$ cat src/hdl/stab_pkg.sv
// ----------------------------------------------------------------------------
// stab_pkg: shared types and constants of the slot table
// Mode and result-kind codes, register indexes, fixed field widths and the
// reset values of the configuration registers.
// ----------------------------------------------------------------------------
`default_nettype none

package stab_pkg;

  localparam int unsigned PRI_W      = 6;  // slot priority
  localparam int unsigned SPD_W      = 8;  // slot speed
  localparam int unsigned SEL_W      = 5;  // slot_select field
  localparam int unsigned SLOT_NUM_W = 5;  // slot_number field
  localparam int unsigned CFG_IDX_W  = 1;
  localparam int unsigned CFG_DATA_W = 6;

  localparam logic [PRI_W-1:0] CAP_RESET   = 6'd40;
  localparam logic [PRI_W-1:0] START_RESET = 6'd20;

  localparam logic [CFG_IDX_W-1:0] CFG_PRIORITY_CAP   = 1'b0;
  localparam logic [CFG_IDX_W-1:0] CFG_START_PRIORITY = 1'b1;

  typedef enum logic [1:0] {
    MODE_LOOKUP = 2'd0,
    MODE_QUERY  = 2'd1,
    MODE_TICK   = 2'd2,
    MODE_UPDATE = 2'd3
  } mode_e;

  typedef enum logic [1:0] {
    KIND_SLOT      = 2'd0,
    KIND_PURGE     = 2'd1,
    KIND_IDLE_TICK = 2'd2,
    KIND_UPDATE    = 2'd3
  } kind_e;

endpackage

`default_nettype wire

$ cat src/hdl/stab_if.sv
// ----------------------------------------------------------------------------
// stab_if: valid/ready channels of the slot table
// Command channel (stab_in_if) and result channel (stab_out_if).
// ----------------------------------------------------------------------------
`default_nettype none

interface stab_in_if #(
  parameter int unsigned ADDRESS_BITS = 14
);
  logic                            valid;
  logic                            ready;
  stab_pkg::mode_e                 mode;
  logic [ADDRESS_BITS-1:0]         address;
  logic [stab_pkg::SEL_W-1:0]      slot_select;
  logic [stab_pkg::SPD_W-1:0]      speed_value;
  logic                            in_use_value;

  modport source (output valid, mode, address, slot_select, speed_value, in_use_value,
                  input ready);
  modport sink   (input valid, mode, address, slot_select, speed_value, in_use_value,
                  output ready);
endinterface

interface stab_out_if;
  logic                            valid;
  logic                            ready;
  stab_pkg::kind_e                 kind;
  logic [stab_pkg::SLOT_NUM_W-1:0] slot_number;
  logic                            found;
  logic                            commissioned;
  logic                            last;

  modport source (output valid, kind, slot_number, found, commissioned, last,
                  input ready);
  modport sink   (input valid, kind, slot_number, found, commissioned, last,
                  output ready);
endinterface

`default_nettype wire

$ cat src/hdl/slot_table_with_aging_top.sv
// ----------------------------------------------------------------------------
// slot_table_with_aging_top: slot table with lookup, commissioning and aging
// Entries live in one RAM; a small sequencer sweeps them one per cycle unless stalled.
// ----------------------------------------------------------------------------
// Usage:
//  - in_i carries command beats (mode, address, slot_select, speed_value,
//    in_use_value); out_o carries result beats (kind, slot_number,
//    found, commissioned, last). A beat moves when valid and ready are high.
//  - cfg_we_i/cfg_idx_i/cfg_data_i write priority_cap (0) and
//    start_priority (1); write them only while no command is in flight.
//  - Lookup, query and tick sweep all SLOT_COUNT entries through the single
//    RAM read port, one entry per cycle unless a purge beat stalls a tick.
//    The result leaves through the output register in the final cycle.
//  - Update reads one entry at accept and rewrites it in state S_UPD once
//    the output register is free, then returns to idle.
//  - A tick gives up to SLOT_COUNT purge beats; last marks the final one.
//  - Ready is high only between commands; a new command is taken while the
//    previous result still sits in the output register.
//  - A stalled receiver freezes the sweep whenever a beat has to leave and
//    the output register is still full; nothing is dropped.
//  - Reset clears the per-slot valid bits, so every slot reads as all zero
//    right away; there is no clearing pass. Registers return to 40 and 20.
// ----------------------------------------------------------------------------
`default_nettype none

module slot_table_with_aging_top #(
  parameter int unsigned SLOT_COUNT   = 32,
  parameter int unsigned ADDRESS_BITS = 14
) (
  input  wire logic                                clk_i,
  input  wire logic                                rst_ni,
  stab_in_if.sink                                  in_i,
  stab_out_if.source                               out_o,
  input  wire logic                                cfg_we_i,
  input  wire logic [stab_pkg::CFG_IDX_W-1:0]      cfg_idx_i,
  input  wire logic [stab_pkg::CFG_DATA_W-1:0]     cfg_data_i
);

  localparam int unsigned IDX_W   = $clog2(SLOT_COUNT);
  localparam int unsigned CNT_W   = $clog2(SLOT_COUNT + 1);
  localparam int unsigned PRI_W   = stab_pkg::PRI_W;
  localparam int unsigned SPD_W   = stab_pkg::SPD_W;
  // entry layout: {address, priority, in_use, recent, speed}
  localparam int unsigned REC_BIT = SPD_W;
  localparam int unsigned USE_BIT = SPD_W + 1;
  localparam int unsigned PRI_LSB = SPD_W + 2;
  localparam int unsigned ADR_LSB = PRI_LSB + PRI_W;
  localparam int unsigned ENT_W   = ADR_LSB + ADDRESS_BITS;

  typedef enum logic [3:0] {
    S_IDLE   = 4'b0001,
    S_SCAN   = 4'b0010,
    S_FINISH = 4'b0100,
    S_UPD    = 4'b1000
  } state_e;

  // --------------------------------------------------------------------------
  // Registers
  // --------------------------------------------------------------------------
  state_e                  state_q, state_d;
  logic [PRI_W-1:0]        cap_q, start_q;
  logic [SLOT_COUNT-1:0]   valid_q, valid_d;

  // command latched at accept
  stab_pkg::mode_e         mode_q;
  logic [ADDRESS_BITS-1:0] addr_q;
  logic [stab_pkg::SEL_W-1:0] sel_q;
  logic [SPD_W-1:0]        spd_q;
  logic                    use_q;

  // sweep pipeline: read issue counter and the entry under evaluation
  logic [CNT_W-1:0]        rd_idx_q, rd_idx_d;
  logic                    ev_v_q, ev_v_d;
  logic [IDX_W-1:0]        ev_idx_q, ev_idx_d;

  // lookup bookkeeping
  logic                    hit_q, hit_d;
  logic [IDX_W-1:0]        hit_idx_q, hit_idx_d;
  logic [PRI_W-1:0]        lowest_q, lowest_d;
  logic [IDX_W-1:0]        chosen_q, chosen_d;
  logic                    chosen_rec_q, chosen_rec_d;

  // tick: one purge held back so the final one can carry last
  logic                    pend_v_q, pend_v_d;
  logic [IDX_W-1:0]        pend_slot_q, pend_slot_d;

  // output register
  logic                    out_valid_q;
  stab_pkg::kind_e         out_kind_q, out_kind_d;
  logic [stab_pkg::SLOT_NUM_W-1:0] out_slot_q, out_slot_d;
  logic                    out_found_q, out_found_d;
  logic                    out_com_q, out_com_d;
  logic                    out_last_q, out_last_d;
  logic                    out_load;

  // --------------------------------------------------------------------------
  // RAM
  // --------------------------------------------------------------------------
  logic                    ram_we, ram_re;
  logic [IDX_W-1:0]        ram_waddr, ram_raddr;
  logic [ENT_W-1:0]        ram_wdata, ram_rdata;

  stab_ram #(
    .WIDTH (ENT_W),
    .DEPTH (SLOT_COUNT)
  ) u_ram (
    .clk_i   (clk_i),
    .we_i    (ram_we),
    .waddr_i (ram_waddr),
    .wdata_i (ram_wdata),
    .re_i    (ram_re),
    .raddr_i (ram_raddr),
    .rdata_o (ram_rdata)
  );

  // --------------------------------------------------------------------------
  // Handshakes and command decode
  // --------------------------------------------------------------------------
  logic in_acc;
  logic out_free;
  logic [6:0] in_sel_w, sel_w;
  logic in_sel_ok, sel_ok;

  assign in_i.ready = (state_q == S_IDLE);
  assign in_acc     = in_i.valid && in_i.ready;
  assign out_free   = !out_valid_q || out_o.ready;

  assign in_sel_w  = 7'(in_i.slot_select);
  assign in_sel_ok = in_sel_w < 7'(SLOT_COUNT);
  assign sel_w     = 7'(sel_q);
  assign sel_ok    = sel_w < 7'(SLOT_COUNT);

  // --------------------------------------------------------------------------
  // Entry under evaluation; a never-written slot reads as all zero
  // --------------------------------------------------------------------------
  logic [IDX_W-1:0]        cur_idx;
  logic [ENT_W-1:0]        ent;
  logic [ADDRESS_BITS-1:0] e_addr;
  logic [PRI_W-1:0]        e_pri;
  logic                    e_use, e_rec;
  logic [SPD_W-1:0]        e_spd;

  assign cur_idx = (state_q == S_UPD) ? sel_w[IDX_W-1:0] : ev_idx_q;
  assign ent     = valid_q[cur_idx] ? ram_rdata : '0;
  assign e_addr  = ent[ENT_W-1:ADR_LSB];
  assign e_pri   = ent[ADR_LSB-1:PRI_LSB];
  assign e_use   = ent[USE_BIT];
  assign e_rec   = ent[REC_BIT];
  assign e_spd   = ent[SPD_W-1:0];

  // tick aging of one entry
  logic [PRI_W-1:0]  t_pri;
  logic              t_purge;
  logic [ENT_W-1:0]  t_ent;

  always_comb begin
    t_pri   = e_pri;
    t_purge = 1'b0;
    t_ent   = {e_addr, e_pri, e_use, 1'b0, e_spd};
    if (e_rec) begin
      if (e_pri < cap_q) begin
        t_pri = e_pri + 1'b1;
      end
      t_ent = {e_addr, t_pri, e_use, 1'b0, e_spd};
    end else if (e_spd == '0 && !e_use) begin
      if (e_pri != '0) begin
        t_pri = e_pri - 1'b1;
      end
      t_purge = (t_pri == '0);
      // idle slot already has speed zero and in_use clear
      t_ent   = {(t_purge ? {ADDRESS_BITS{1'b0}} : e_addr), t_pri, 1'b0, 1'b0, e_spd};
    end
  end

  // --------------------------------------------------------------------------
  // Sequencer
  // --------------------------------------------------------------------------
  logic is_scan_lookup;
  logic stall;
  logic rd_done;
  logic [6:0] pend_w, hit_w, chosen_w;

  assign is_scan_lookup = (mode_q == stab_pkg::MODE_LOOKUP) ||
                          (mode_q == stab_pkg::MODE_QUERY);
  assign stall   = ev_v_q && !is_scan_lookup && t_purge && pend_v_q && !out_free;
  assign rd_done = (rd_idx_q == CNT_W'(SLOT_COUNT));
  assign pend_w   = 7'(pend_slot_q);
  assign hit_w    = 7'(hit_idx_q);
  assign chosen_w = 7'(chosen_q);

  always_comb begin
    state_d      = state_q;
    valid_d      = valid_q;
    rd_idx_d     = rd_idx_q;
    ev_v_d       = ev_v_q;
    ev_idx_d     = ev_idx_q;
    hit_d        = hit_q;
    hit_idx_d    = hit_idx_q;
    lowest_d     = lowest_q;
    chosen_d     = chosen_q;
    chosen_rec_d = chosen_rec_q;
    pend_v_d     = pend_v_q;
    pend_slot_d  = pend_slot_q;
    ram_we       = 1'b0;
    ram_waddr    = ev_idx_q;
    ram_wdata    = t_ent;
    ram_re       = 1'b0;
    ram_raddr    = rd_idx_q[IDX_W-1:0];
    out_load     = 1'b0;
    out_kind_d   = stab_pkg::KIND_SLOT;
    out_slot_d   = '0;
    out_found_d  = 1'b0;
    out_com_d    = 1'b0;
    out_last_d   = 1'b1;

    unique case (state_q)
      S_IDLE: begin
        if (in_acc) begin
          rd_idx_d = '0;
          ev_v_d   = 1'b0;
          hit_d    = 1'b0;
          lowest_d = cap_q;
          chosen_d = '0;
          pend_v_d = 1'b0;
          if (in_i.mode == stab_pkg::MODE_UPDATE) begin
            ram_re    = in_sel_ok;
            ram_raddr = in_sel_w[IDX_W-1:0];
            state_d   = S_UPD;
          end else begin
            state_d   = S_SCAN;
          end
        end
      end

      S_SCAN: begin
        if (!stall) begin
          // issue the next read
          if (!rd_done) begin
            ram_re   = 1'b1;
            rd_idx_d = rd_idx_q + 1'b1;
          end
          ev_v_d   = !rd_done;
          ev_idx_d = rd_idx_q[IDX_W-1:0];

          // evaluate the entry held in the RAM read register
          if (ev_v_q) begin
            if (is_scan_lookup) begin
              if (ev_idx_q == '0) begin
                chosen_rec_d = e_rec;
              end else begin
                if (!hit_q && e_addr == addr_q) begin
                  hit_d     = 1'b1;
                  hit_idx_d = ev_idx_q;
                end
                if (e_pri < lowest_q) begin
                  lowest_d     = e_pri;
                  chosen_d     = ev_idx_q;
                  chosen_rec_d = e_rec;
                end
              end
            end else begin
              ram_we = 1'b1;
              if (t_purge) begin
                if (pend_v_q) begin
                  out_load   = 1'b1;
                  out_kind_d = stab_pkg::KIND_PURGE;
                  out_slot_d = pend_w[stab_pkg::SLOT_NUM_W-1:0];
                  out_last_d = 1'b0;
                end
                pend_v_d    = 1'b1;
                pend_slot_d = ev_idx_q;
              end
            end
          end

          if (rd_done && !ev_v_q) begin
            state_d = S_FINISH;
          end
        end
      end

      S_FINISH: begin
        if (out_free) begin
          out_load = 1'b1;
          state_d  = S_IDLE;
          if (is_scan_lookup) begin
            out_kind_d  = stab_pkg::KIND_SLOT;
            out_found_d = hit_q;
            out_com_d   = !hit_q && (mode_q == stab_pkg::MODE_LOOKUP);
            out_slot_d  = hit_q ? hit_w[stab_pkg::SLOT_NUM_W-1:0]
                                : chosen_w[stab_pkg::SLOT_NUM_W-1:0];
            // commission: recent mark of the chosen slot is kept
            if (out_com_d) begin
              ram_we    = 1'b1;
              ram_waddr = chosen_q;
              ram_wdata = {addr_q, start_q, 1'b1, chosen_rec_q, {SPD_W{1'b0}}};
            end
          end else begin
            pend_v_d = 1'b0;
            if (pend_v_q) begin
              out_kind_d = stab_pkg::KIND_PURGE;
              out_slot_d = pend_w[stab_pkg::SLOT_NUM_W-1:0];
            end else begin
              out_kind_d = stab_pkg::KIND_IDLE_TICK;
            end
          end
        end
      end

      S_UPD: begin
        if (out_free) begin
          out_load   = 1'b1;
          out_kind_d = stab_pkg::KIND_UPDATE;
          out_slot_d = sel_q;
          state_d    = S_IDLE;
          if (sel_ok) begin
            ram_we    = 1'b1;
            ram_waddr = sel_w[IDX_W-1:0];
            ram_wdata = {e_addr, e_pri, use_q, 1'b1, spd_q};
          end
        end
      end

      default: begin
        state_d = S_IDLE;
      end
    endcase

    if (ram_we) begin
      valid_d[ram_waddr] = 1'b1;
    end
  end

  // --------------------------------------------------------------------------
  // Control registers
  // --------------------------------------------------------------------------
  always_ff @(posedge clk_i or negedge rst_ni) begin
    if (!rst_ni) begin
      state_q     <= S_IDLE;
      valid_q     <= '0;
      rd_idx_q    <= '0;
      ev_v_q      <= 1'b0;
      hit_q       <= 1'b0;
      pend_v_q    <= 1'b0;
      out_valid_q <= 1'b0;
      cap_q       <= stab_pkg::CAP_RESET;
      start_q     <= stab_pkg::START_RESET;
    end else begin
      state_q  <= state_d;
      valid_q  <= valid_d;
      rd_idx_q <= rd_idx_d;
      ev_v_q   <= ev_v_d;
      hit_q    <= hit_d;
      pend_v_q <= pend_v_d;
      if (out_load) begin
        out_valid_q <= 1'b1;
      end else if (out_o.ready) begin
        out_valid_q <= 1'b0;
      end
      if (cfg_we_i) begin
        unique case (cfg_idx_i)
          stab_pkg::CFG_PRIORITY_CAP:   cap_q   <= cfg_data_i;
          stab_pkg::CFG_START_PRIORITY: start_q <= cfg_data_i;
          default: ;
        endcase
      end
    end
  end

  // --------------------------------------------------------------------------
  // Payload registers
  // --------------------------------------------------------------------------
  always_ff @(posedge clk_i) begin
    if (in_acc) begin
      mode_q <= in_i.mode;
      addr_q <= in_i.address;
      sel_q  <= in_i.slot_select;
      spd_q  <= in_i.speed_value;
      use_q  <= in_i.in_use_value;
    end
    ev_idx_q     <= ev_idx_d;
    hit_idx_q    <= hit_idx_d;
    lowest_q     <= lowest_d;
    chosen_q     <= chosen_d;
    chosen_rec_q <= chosen_rec_d;
    pend_slot_q  <= pend_slot_d;
    if (out_load) begin
      out_kind_q  <= out_kind_d;
      out_slot_q  <= out_slot_d;
      out_found_q <= out_found_d;
      out_com_q   <= out_com_d;
      out_last_q  <= out_last_d;
    end
  end

  assign out_o.valid        = out_valid_q;
  assign out_o.kind         = out_kind_q;
  assign out_o.slot_number  = out_slot_q;
  assign out_o.found        = out_found_q;
  assign out_o.commissioned = out_com_q;
  assign out_o.last         = out_last_q;

endmodule

`default_nettype wire

$ cat src/hdl/stab_ram.sv
// ----------------------------------------------------------------------------
// stab_ram: generic simple dual-port RAM
// One write port, one read port with registered read data held when idle.
// ----------------------------------------------------------------------------
`default_nettype none

module stab_ram #(
  parameter int unsigned WIDTH = 30,
  parameter int unsigned DEPTH = 32
) (
  input  wire logic                     clk_i,
  input  wire logic                     we_i,
  input  wire logic [$clog2(DEPTH)-1:0] waddr_i,
  input  wire logic [WIDTH-1:0]         wdata_i,
  input  wire logic                     re_i,
  input  wire logic [$clog2(DEPTH)-1:0] raddr_i,
  output      logic [WIDTH-1:0]         rdata_o
);

  logic [WIDTH-1:0] mem_q [DEPTH];
  logic [WIDTH-1:0] rdata_q;

  always_ff @(posedge clk_i) begin
    if (we_i) begin
      mem_q[waddr_i] <= wdata_i;
    end
    if (re_i) begin
      rdata_q <= mem_q[raddr_i];
    end
  end

  assign rdata_o = rdata_q;

endmodule

`default_nettype wire

$ cat src/flat_wrapper.sv
// flat-port wrapper written by rule: the top's interface ports become plain ports
module slot_table_with_aging_top_flat 
#(
  parameter int unsigned SLOT_COUNT   = 32,
  parameter int unsigned ADDRESS_BITS = 14
)
  (clk_i, rst_ni, cfg_we_i, cfg_idx_i, cfg_data_i, in_i_valid, in_i_mode, in_i_address, in_i_slot_select, in_i_speed_value, in_i_in_use_value, in_i_ready, out_o_valid, out_o_kind, out_o_slot_number, out_o_found, out_o_commissioned, out_o_last, out_o_ready);
  stab_in_if #(.ADDRESS_BITS(ADDRESS_BITS)) in_i_i ();
  stab_out_if out_o_i ();
  input  wire logic clk_i;
  input  wire logic rst_ni;
  input  wire logic cfg_we_i;
  input  wire logic [stab_pkg::CFG_IDX_W-1:0] cfg_idx_i;
  input  wire logic [stab_pkg::CFG_DATA_W-1:0] cfg_data_i;
  input wire logic [$bits(in_i_i.valid)-1:0] in_i_valid;
  input wire logic [$bits(in_i_i.mode)-1:0] in_i_mode;
  input wire logic [$bits(in_i_i.address)-1:0] in_i_address;
  input wire logic [$bits(in_i_i.slot_select)-1:0] in_i_slot_select;
  input wire logic [$bits(in_i_i.speed_value)-1:0] in_i_speed_value;
  input wire logic [$bits(in_i_i.in_use_value)-1:0] in_i_in_use_value;
  output wire logic [$bits(in_i_i.ready)-1:0] in_i_ready;
  output wire logic [$bits(out_o_i.valid)-1:0] out_o_valid;
  output wire logic [$bits(out_o_i.kind)-1:0] out_o_kind;
  output wire logic [$bits(out_o_i.slot_number)-1:0] out_o_slot_number;
  output wire logic [$bits(out_o_i.found)-1:0] out_o_found;
  output wire logic [$bits(out_o_i.commissioned)-1:0] out_o_commissioned;
  output wire logic [$bits(out_o_i.last)-1:0] out_o_last;
  input wire logic [$bits(out_o_i.ready)-1:0] out_o_ready;
  assign in_i_i.valid = in_i_valid;
  assign in_i_i.mode = in_i_mode;
  assign in_i_i.address = in_i_address;
  assign in_i_i.slot_select = in_i_slot_select;
  assign in_i_i.speed_value = in_i_speed_value;
  assign in_i_i.in_use_value = in_i_in_use_value;
  assign in_i_ready = in_i_i.ready;
  assign out_o_valid = out_o_i.valid;
  assign out_o_kind = out_o_i.kind;
  assign out_o_slot_number = out_o_i.slot_number;
  assign out_o_found = out_o_i.found;
  assign out_o_commissioned = out_o_i.commissioned;
  assign out_o_last = out_o_i.last;
  assign out_o_i.ready = out_o_ready;
  slot_table_with_aging_top #(.SLOT_COUNT(SLOT_COUNT), .ADDRESS_BITS(ADDRESS_BITS)) u_core (.clk_i(clk_i), .rst_ni(rst_ni), .in_i(in_i_i), .out_o(out_o_i), .cfg_we_i(cfg_we_i), .cfg_idx_i(cfg_idx_i), .cfg_data_i(cfg_data_i));
endmodule
$ cat config.mk
export PLATFORM = sky130hd
export DESIGN_NAME = slot_table_with_aging_top_flat
export DESIGN_NICKNAME = d
export VERILOG_FILES = /design/src/hdl/stab_pkg.sv /design/src/hdl/stab_if.sv /design/src/hdl/slot_table_with_aging_top.sv /design/src/hdl/stab_ram.sv /design/src/flat_wrapper.sv
export SDC_FILE = /design/constraint.sdc
export NUM_CORES = 1
export LEC_CHECK = 0
export BUFFER_PORTS_ARGS = -buffer_cell sky130_fd_sc_hd__buf_2
export CAP_MARGIN = 20
export CORE_UTILIZATION = 60
export DETAILED_ROUTE_END_ITERATION = 10
export PLACE_DENSITY = 0.76
export REMOVE_ABC_BUFFERS = 1
export SYNTH_ARGS = -nofsm -noshare
export SYNTH_HDL_FRONTEND = slang
export SYNTH_SLANG_ARGS = --single-unit
$ cat constraint.sdc
create_clock -name clk_i -period 11 [get_ports clk_i]
set_input_delay 1.1 -clock clk_i [delete_from_list [all_inputs] [get_ports clk_i]]
set_output_delay 1.1 -clock clk_i [all_outputs]
set_load 0.05 [all_outputs]
; Word-level counts from Yosys, hierarchy flattened
; Memories as Yosys holds them, arrays and structs flattened. A register that Yosys moved wholly into a read port is not among the register bits.
; Cells that the tools add are included.
; W data, S select, Z words.
[classes]
n_addsub = 3
order_cmp = 7
eq_ne = 22
muxes = 118
n_bitwise = 8
reduce_logical = 43
[op_table]
columns = operator, count
row1 = $mux W30, 8
row2 = $mux W5, 24
row3 = $mux W6, 13
row4 = $pmux W30 S2, 1
row5 = $mux W1, 43
row6 = $or A32 B32 Y32, 1
row7 = $lt A5 B6 Y1 const B, 4
row8 = $pmux W6 S2, 2
row9 = $mux W4, 5
row10 = $pmux W5 S2, 2
row11 = $mux W2, 8
row12 = $ne A2 B1 Y1 const B, 8
row13 = $pmux W5 S3, 1
row14 = $eq A14 B14 Y1, 1
row15 = $mux W14, 1
row16 = $reduce_and A7 Y1, 2
row17 = $add A6 B1 Y6 const B, 2
row18 = $lt A6 B6 Y1, 2
row19 = $ne A2 B2 Y1 const B, 6
row20 = $pmux W4 S3, 1
row21 = $logic_and A1 B1 Y1, 10
row22 = $reduce_and A5 Y1, 2
row23 = $logic_not A8 Y1, 1
row24 = $pmux W1 S2, 4
row25 = 29 further kinds, 49
[totals]
reg_bits = 125
ramBits = 960
in_bits = 42
output_inout_bits = 12
wordCells = 227
n_memories = 1
[memory_table]
columns = memory, depth, width, rd, rd_ports_with_merged_regs, wr, line_no
row1 = u_core.u_ram.mem_q, 32, 30, 1, 1, 1, stab_ram.sv:20  ; logic [WIDTH-1:0] mem_q [DEPTH];

; Logic depth before layout (Yosys ltp)
[logic_depth]
depth_word = 19
ltp_mapped = 23
mapped_depth_nobuf = 17

; Modules after synthesis
; From an unflattened synthesis, not the netlist that was laid out.
[unflattened]
hier_cells = 2878
area_unflattened_um2 = 46103.0
[modules_own_cells]
columns = module, instances, cells_per_inst, area_per_inst_um2, seq_area_each_um2
row1 = stab_ram, 1, 2122, 38359.3, 29728.5
row2 = slot_table_with_aging_top, 1, 756, 7743.7, 3469.6

; Least setup slack after synthesis
; No wires, ideal clock.
[synth_timing]
path_kind = register to register
startpoint = reg u_core.state_q[1]
endpoint = mem u_core.u_ram.mem_q[15][0], enable pin
setup_time_ns = 0.455
arrival_ns = 6.166
required_time_ns = 10.545
setup_slack_ns = 4.380
stages_incl_launch_ff = 22
path_buffers = 6
synth_period_minus_slack_ns = 6.620
path_cell_list = dfrtp_1 > buf_6 > or4b_4 > buf_6 > buf_2 > a211oi_2 > nand3_1 > o2111ai_1 > o21a_2 > buf_6 > buf_2 > nand2_1 > ha_1 > a22oi_1 > o32ai_1 > a32oi_1 > nor4_1 > mux2_2 > a211oi_4 > nor2_2 > buf_2 > nor3_1
[synth_between]
elab_chain_len = 19
word_cells_on_any_way = 26
classes_between = add/sub: 1 / eq/ne: 3 / mux: 14 / reduce/logical: 8
[synth_rtl]
columns = element, line_no
row1 = "start, declared", slot_table_with_aging_top.sv:60  ; state_e state_q, state_d;
row2 = "start signal, assigned", slot_table_with_aging_top.sv:349  ; state_q <= state_d;
row3 = $eq A4 B4 Y1, "slot_table_with_aging_top.sv:143, slot_table_with_aging_top.sv:216"
row4 = $mux W5, slot_table_with_aging_top.sv:143  ; assign cur_idx = (state_q == S_UPD) ? sel_w[IDX_W-1:0] : ev_idx_q;
row5 = $bmux W1 S5, slot_table_with_aging_top.sv:144  ; assign ent = valid_q[cur_idx] ? ram_rdata : '0;
row6 = $mux W1 (not written as such), slot_table_with_aging_top.sv:144
row7 = $mux W30, slot_table_with_aging_top.sv:144
row8 = $sub A6 B1 Y6 or $reduce_bool A6 Y1 (tied branches), "slot_table_with_aging_top.sv:167, slot_table_with_aging_top.sv:166"
row9 = $mux W6, slot_table_with_aging_top.sv:166  ; if (e_pri != '0) begin
row10 = $mux W6, slot_table_with_aging_top.sv:165  ; end else if (e_spd == '0 && !e_use) begin
row11 = $mux W6, slot_table_with_aging_top.sv:160  ; if (e_rec) begin
row12 = $logic_not A6 Y1, slot_table_with_aging_top.sv:169  ; t_purge = (t_pri == '0);
row13 = $mux W1, slot_table_with_aging_top.sv:165
row14 = $mux W1, slot_table_with_aging_top.sv:160
row15 = $logic_and A1 B1 Y1 (3 in a row), slot_table_with_aging_top.sv:185  ; assign stall = ev_v_q && !is_scan_lookup && t_purge && pend_v_q && !out_free;
row16 = $mux W1, slot_table_with_aging_top.sv:236  ; if (!stall) begin
row17 = $pmux W1 S3, slot_table_with_aging_top.sv:216  ; unique case (state_q)
row18 = $mux W1, stab_ram.sv:24  ; if (we_i) begin
row19 = $mux W1 (not written as such), stab_ram.sv:25  ; mem_q[waddr_i] <= wdata_i;
row20 = "end, declared", stab_ram.sv:20
; Parallel ways exist; a longest one is shown, timed or not. The select of a mux whose other input is x is not followed.

; Worst setup path after layout
[layout_timing]
startpoint = reg u_core.state_q[1]
endpoint = mem u_core.u_ram.mem_q[14][22] (data pin)
[layout_between]
elab_chain_len = 17
word_cells_on_any_way = 24
classes_between = add/sub: 1 / eq/ne: 2 / mux: 16 / reduce/logical: 5
[layout_rtl]
columns = element, line_no
row1 = $eq A4 B4 Y1, "slot_table_with_aging_top.sv:143, slot_table_with_aging_top.sv:216"
row2 = $mux W5, slot_table_with_aging_top.sv:143
row3 = $bmux W1 S5, slot_table_with_aging_top.sv:144
row4 = $mux W1 (not written as such), slot_table_with_aging_top.sv:144
row5 = $mux W30, slot_table_with_aging_top.sv:144
row6 = $sub A6 B1 Y6 or $reduce_bool A6 Y1 (tied branches), "slot_table_with_aging_top.sv:167, slot_table_with_aging_top.sv:166"
row7 = $mux W6, slot_table_with_aging_top.sv:166
row8 = $mux W6, slot_table_with_aging_top.sv:165
row9 = (+2 left out), -
row10 = $mux W14, slot_table_with_aging_top.sv:171  ; t_ent = {(t_purge ? {ADDRESS_BITS{1'b0}} : e_addr), t_pri, 1'b0, 1'b0, e_spd};
row11 = $mux W30, slot_table_with_aging_top.sv:165
row12 = $mux W30, slot_table_with_aging_top.sv:160
row13 = $mux W30, slot_table_with_aging_top.sv:293  ; if (out_com_d) begin
row14 = $mux W30, slot_table_with_aging_top.sv:286  ; if (is_scan_lookup) begin
row15 = $mux W30, slot_table_with_aging_top.sv:283  ; if (out_free) begin
row16 = $pmux W30 S2 (*), slot_table_with_aging_top.sv:216
row17 = net u_core.ram_wdata[22], slot_table_with_aging_top.sv:101  ; logic [ENT_W-1:0] ram_wdata, ram_rdata;
; Mark *: on every way through the listed nets, which the timed path passes. The rest lies on a longest branch. The select of a mux whose other input is x is not followed.

==> impl_metrics.tcl <==
set metrics [dict create \
    drt_iter0_drc 3314 \
    cp-end-kind "flip-flop" \
    min_to "u_core.valid_q[1]$_DFFE_PN0P_" \
    setup_viol 0 \
    yosys-top-cells-area "edfxtp_1, mux4_2, dfrtp_1" \
    hold_buffers 0 \
    r2r_setup_slack_ps 4180 \
    clock_path_buffers 3 \
    cp.required_ps 11420 \
    ys_types 78 \
    area_growth_pct 12.0 \
    synthArstFlopShare_pct 5.20 \
    startpoint "u_core.state_q[1]$_DFFE_PN0P_" \
    start_util_pct 61.2 \
    pwr-share-comb_pct 25.9 \
    ys_ff_latch 1115 \
    status "finished, final reports clean" \
    p_per_area_mw_per_mm2 241 \
    placed_area_mm2 0.0467 \
    rows 99 \
    htreeDepth 3 \
    worstSkewPairLatency_ps 710 \
    die_y_um 276 \
    arrival_ps 7230 \
    yosys.area.top_type "edfxtp_1" \
    dieArea_mm2 0.0760 \
    seqPwrFrac_pct 44.0 \
    min-delay-start "u_core.valid_q[1]$_DFFE_PN0P_" \
    register_area_mm2 0.0332 \
    clk_pin_slew_ps 60 \
    cts_buffers 110 \
    tightest_slew_ps 1150 \
    whs_path_depth 1 \
    syn-cell-area_mm2 0.0449 \
    synth-seq-area-share_pct 73.9 \
    synth_cells 2301 \
    overflow 0 \
    p_int_mw 8.45 \
    antenna_found_initial 2 \
    yosys_warnings 0 \
    r2r-start "u_core.state_q[1]$_DFFE_PN0P_" \
    power.leakage_nw 17.2 \
    grt_pass1_vias 23200 \
    fin_tns_setup_ps 0 \
    io_buffers 53 \
    setup.worst_path.class "flip-flop to flip-flop" \
    drt_pass1_iterations 6 \
    grt_usage_pct 30.0 \
    ios 54 \
    cp_max_fo 38 \
    cts_resized 0 \
    syn_area_per_cell_um2 19.5 \
    cts_sinks 1115 \
    die_w_um 276 \
    tritoncts "built" \
    max_freq_mhz 147 \
    gp_congestion 0.895 \
    power.share.switching_pct 30.4 \
    totalWireLength_um 112000 \
    report.final.slew_viol_count 0 \
    fin_area_mm2 0.0503 \
    synth-edff-count 1057 \
    switchingPower_mw 3.69 \
    drive_gt1_share_pct 27.3 \
    p_clk_share_pct 30.1 \
    vias_per_cell 6.87 \
    holdCritPathClass "flip-flop to flip-flop" \
    synth_top_area_share_pct 70.7 \
    r2r_cells 17 \
    peakVddDrop_mv 0.154 \
    wl_per_cell_um 32.2 \
    ys.flop_type "edfxtp_1" \
    core_area_mm2 0.0735 \
    post_cts_buffers 0 \
    hold_viol_final 0 \
    grt_pass1_wl_um 160000 \
    period_share_pct 62.0 \
    regToRegEndpoint "u_core.u_ram.mem_q[14][22]$_DFFE_PP_" \
    multi_input_area_mm2 0.0113 \
    grt_setup_unrepaired "no" \
    ant_nets 0 \
    dr_total_vias 23800 \
    slew-limit-headroom_pct 23.0 \
    drcViolationCount 0 \
    place_hpwl_um 66500 \
    root_buffer "clkbuf_16" \
    num-nets-final 2467 \
    skew_ps 66.8 \
    cap_violations 0 \
    fin_crit_ps 6820 \
    grt_max_degree 120 \
    worstSetupStartpointType "flip-flop" \
    fillers 4475 \
]
[cell families after synthesis]
family	Yosys count	synth area share [%]
buf+inv	166	1.54
fa+ha+maj	15	0.412
compound gates	287	4.46
flops	1115	73.9
mux	414	16.4
simple gates	291	3.06
xor+xnor	13	0.253
[power by group through the flow]
stage,Combinational [mW],Clock [mW],Sequential [mW]
finish,3.15,3.65,5.33
global route,3.31,3.85,5.34
CTS,3.12,3.68,5.33
detailed placement,3.09,0,5.41
global placement,3.02,0,5.41
floorplan,2.68,0,5.35
[registers in the layout, summed over array words and instances, names as in the netlist, 2 cells and up]
name	count
u_core.ev_idx_q	5
u_core.u_ram.rdata_o	30
u_core.mode_q	2
u_core.chosen_q	5
u_core.u_ram.mem_q	960
u_core.cap_q	6
u_core.start_q	6
u_core.valid_q	32
u_core.rd_idx_q	6
u_core.sel_q	5
u_core.addr_q	14
u_core.pend_slot_q	5
u_core.hit_idx_q	5
u_core.out_o.slot_number	5
u_core.out_o.kind	2
u_core.spd_q	8
u_core.state_q	4
u_core.lowest_q	6
[worst max path at each step]
| stage | to | slack, ps | depth (start not counted) |
|---|---|---|---|
| global route | u_core.u_ram.mem_q[9][15]$_DFFE_PP_ | 3680 | 16 |
| CTS | u_core.u_ram.mem_q[14][22]$_DFFE_PP_ | 4050 | 16 |
| floorplan | u_core.u_ram.rdata_o[0]$_DFFE_PP_ | -14730 | 8 |
| global placement | u_core.u_ram.mem_q[10][22]$_DFFE_PP_ | 4130 | 16 |
| finish | u_core.u_ram.mem_q[14][22]$_DFFE_PP_ | 4180 | 17 |
| detailed placement | u_core.u_ram.mem_q[4][29]$_DFFE_PP_ | 4050 | 16 |
[Yosys cell counts, drive strengths merged, types with 22 or more instances]
cell / count
o211ai: 37
mux2i: 95
buf: 59
nor3: 30
nand3: 26
o21ai: 88
clkbuf: 72
nor2: 59
edfxtp: 1057
o21bai: 24
dfrtp: 53
mux2: 70
nand2: 119
a21oi: 22
mux4: 249
inv: 35
[stage by stage]
stage	setup WS, ps	cells	hold slack [ps]	util (%)	total power, mW
floorplan	-14730	2170	444	-	8.04
global placement	4130	3250	468	63.5	8.43
detailed placement	4050	3254	484	63.6	8.51
CTS	4050	3461	500	68.4	12.1
global route	3680	3465	522	68.5	12.5
finish	4180	3467	499	68.5	12.1
[area by class of cell]
cell class                      count  area share (%)
Sequential cell                  1115            66.0
Multi-Input combinational cell   1020            22.5
Clock buffer                      139            5.77
Tap cell                          959            2.39
Timing Repair Buffer              129            1.86
Clock inverter                     68            1.24
Inverter                           35           0.261
Antenna cell                        2         0.00995
[cell usage in the layout, fill, tap and decap left out, types with 8 or more instances in the layout]
cell / synthesis / final
buf_4: 1 / 67
nor3_2: 2 / 20
and2_1: 8 / 8
nor2_1: 58 / 43
nand3_1: 26 / 26
a32o_1: 14 / 11
clkbuf_1: 72 / 26
nor2_4: 0 / 15
buf_2: 35 / 54
a22o_1: 11 / 10
edfxtp_1: 1057 / 1057
xnor2_1: 8 / 8
dfrtp_1: 53 / 53
o21bai_1: 24 / 24
bufinv_16: 0 / 8
mux2_2: 69 / 69
a31oi_1: 10 / 10
clkinv_1: 0 / 19
mux2i_1: 94 / 89
clkinv_2: 0 / 27
mux4_2: 249 / 249
a21oi_1: 21 / 21
o21ai_0: 87 / 83
clkbuf_16: 0 / 111
o31ai_1: 11 / 11
inv_1: 35 / 34
nor3_1: 28 / 10
ha_1: 14 / 14
nand2_1: 119 / 118
o211ai_1: 37 / 37
[worst max-delay path, cell delays in order (launching register included)]
cell      delay (ps)
dfrtp_1          470
nor4b_4          840
mux2i_1          280
o311ai_1         150
nor3_2           340
o21a_2           780
nand2_1          280
ha_1             440
nor2b_1          240
o21ai_0          180
a32oi_1          130
nor4_1           640
mux2i_2          320
o21ai_0          230
o21ai_1          110
clkbuf_8         210
a32o_1           560
buf_4            340
[layer usage]
metal | part of all wire, % | up-vias | GRT usage [%]
met1 | 38 | 12400 | 42.3
met4 | 4.6 | 2 | 13.2
met3 | 10 | 225 | 6.61
met5 | 0.014 | - | 0
li1 | - | 9694 | -
met2 | 47 | 1459 | 45.5
Note: power is estimated with default switching activity, not from simulation.
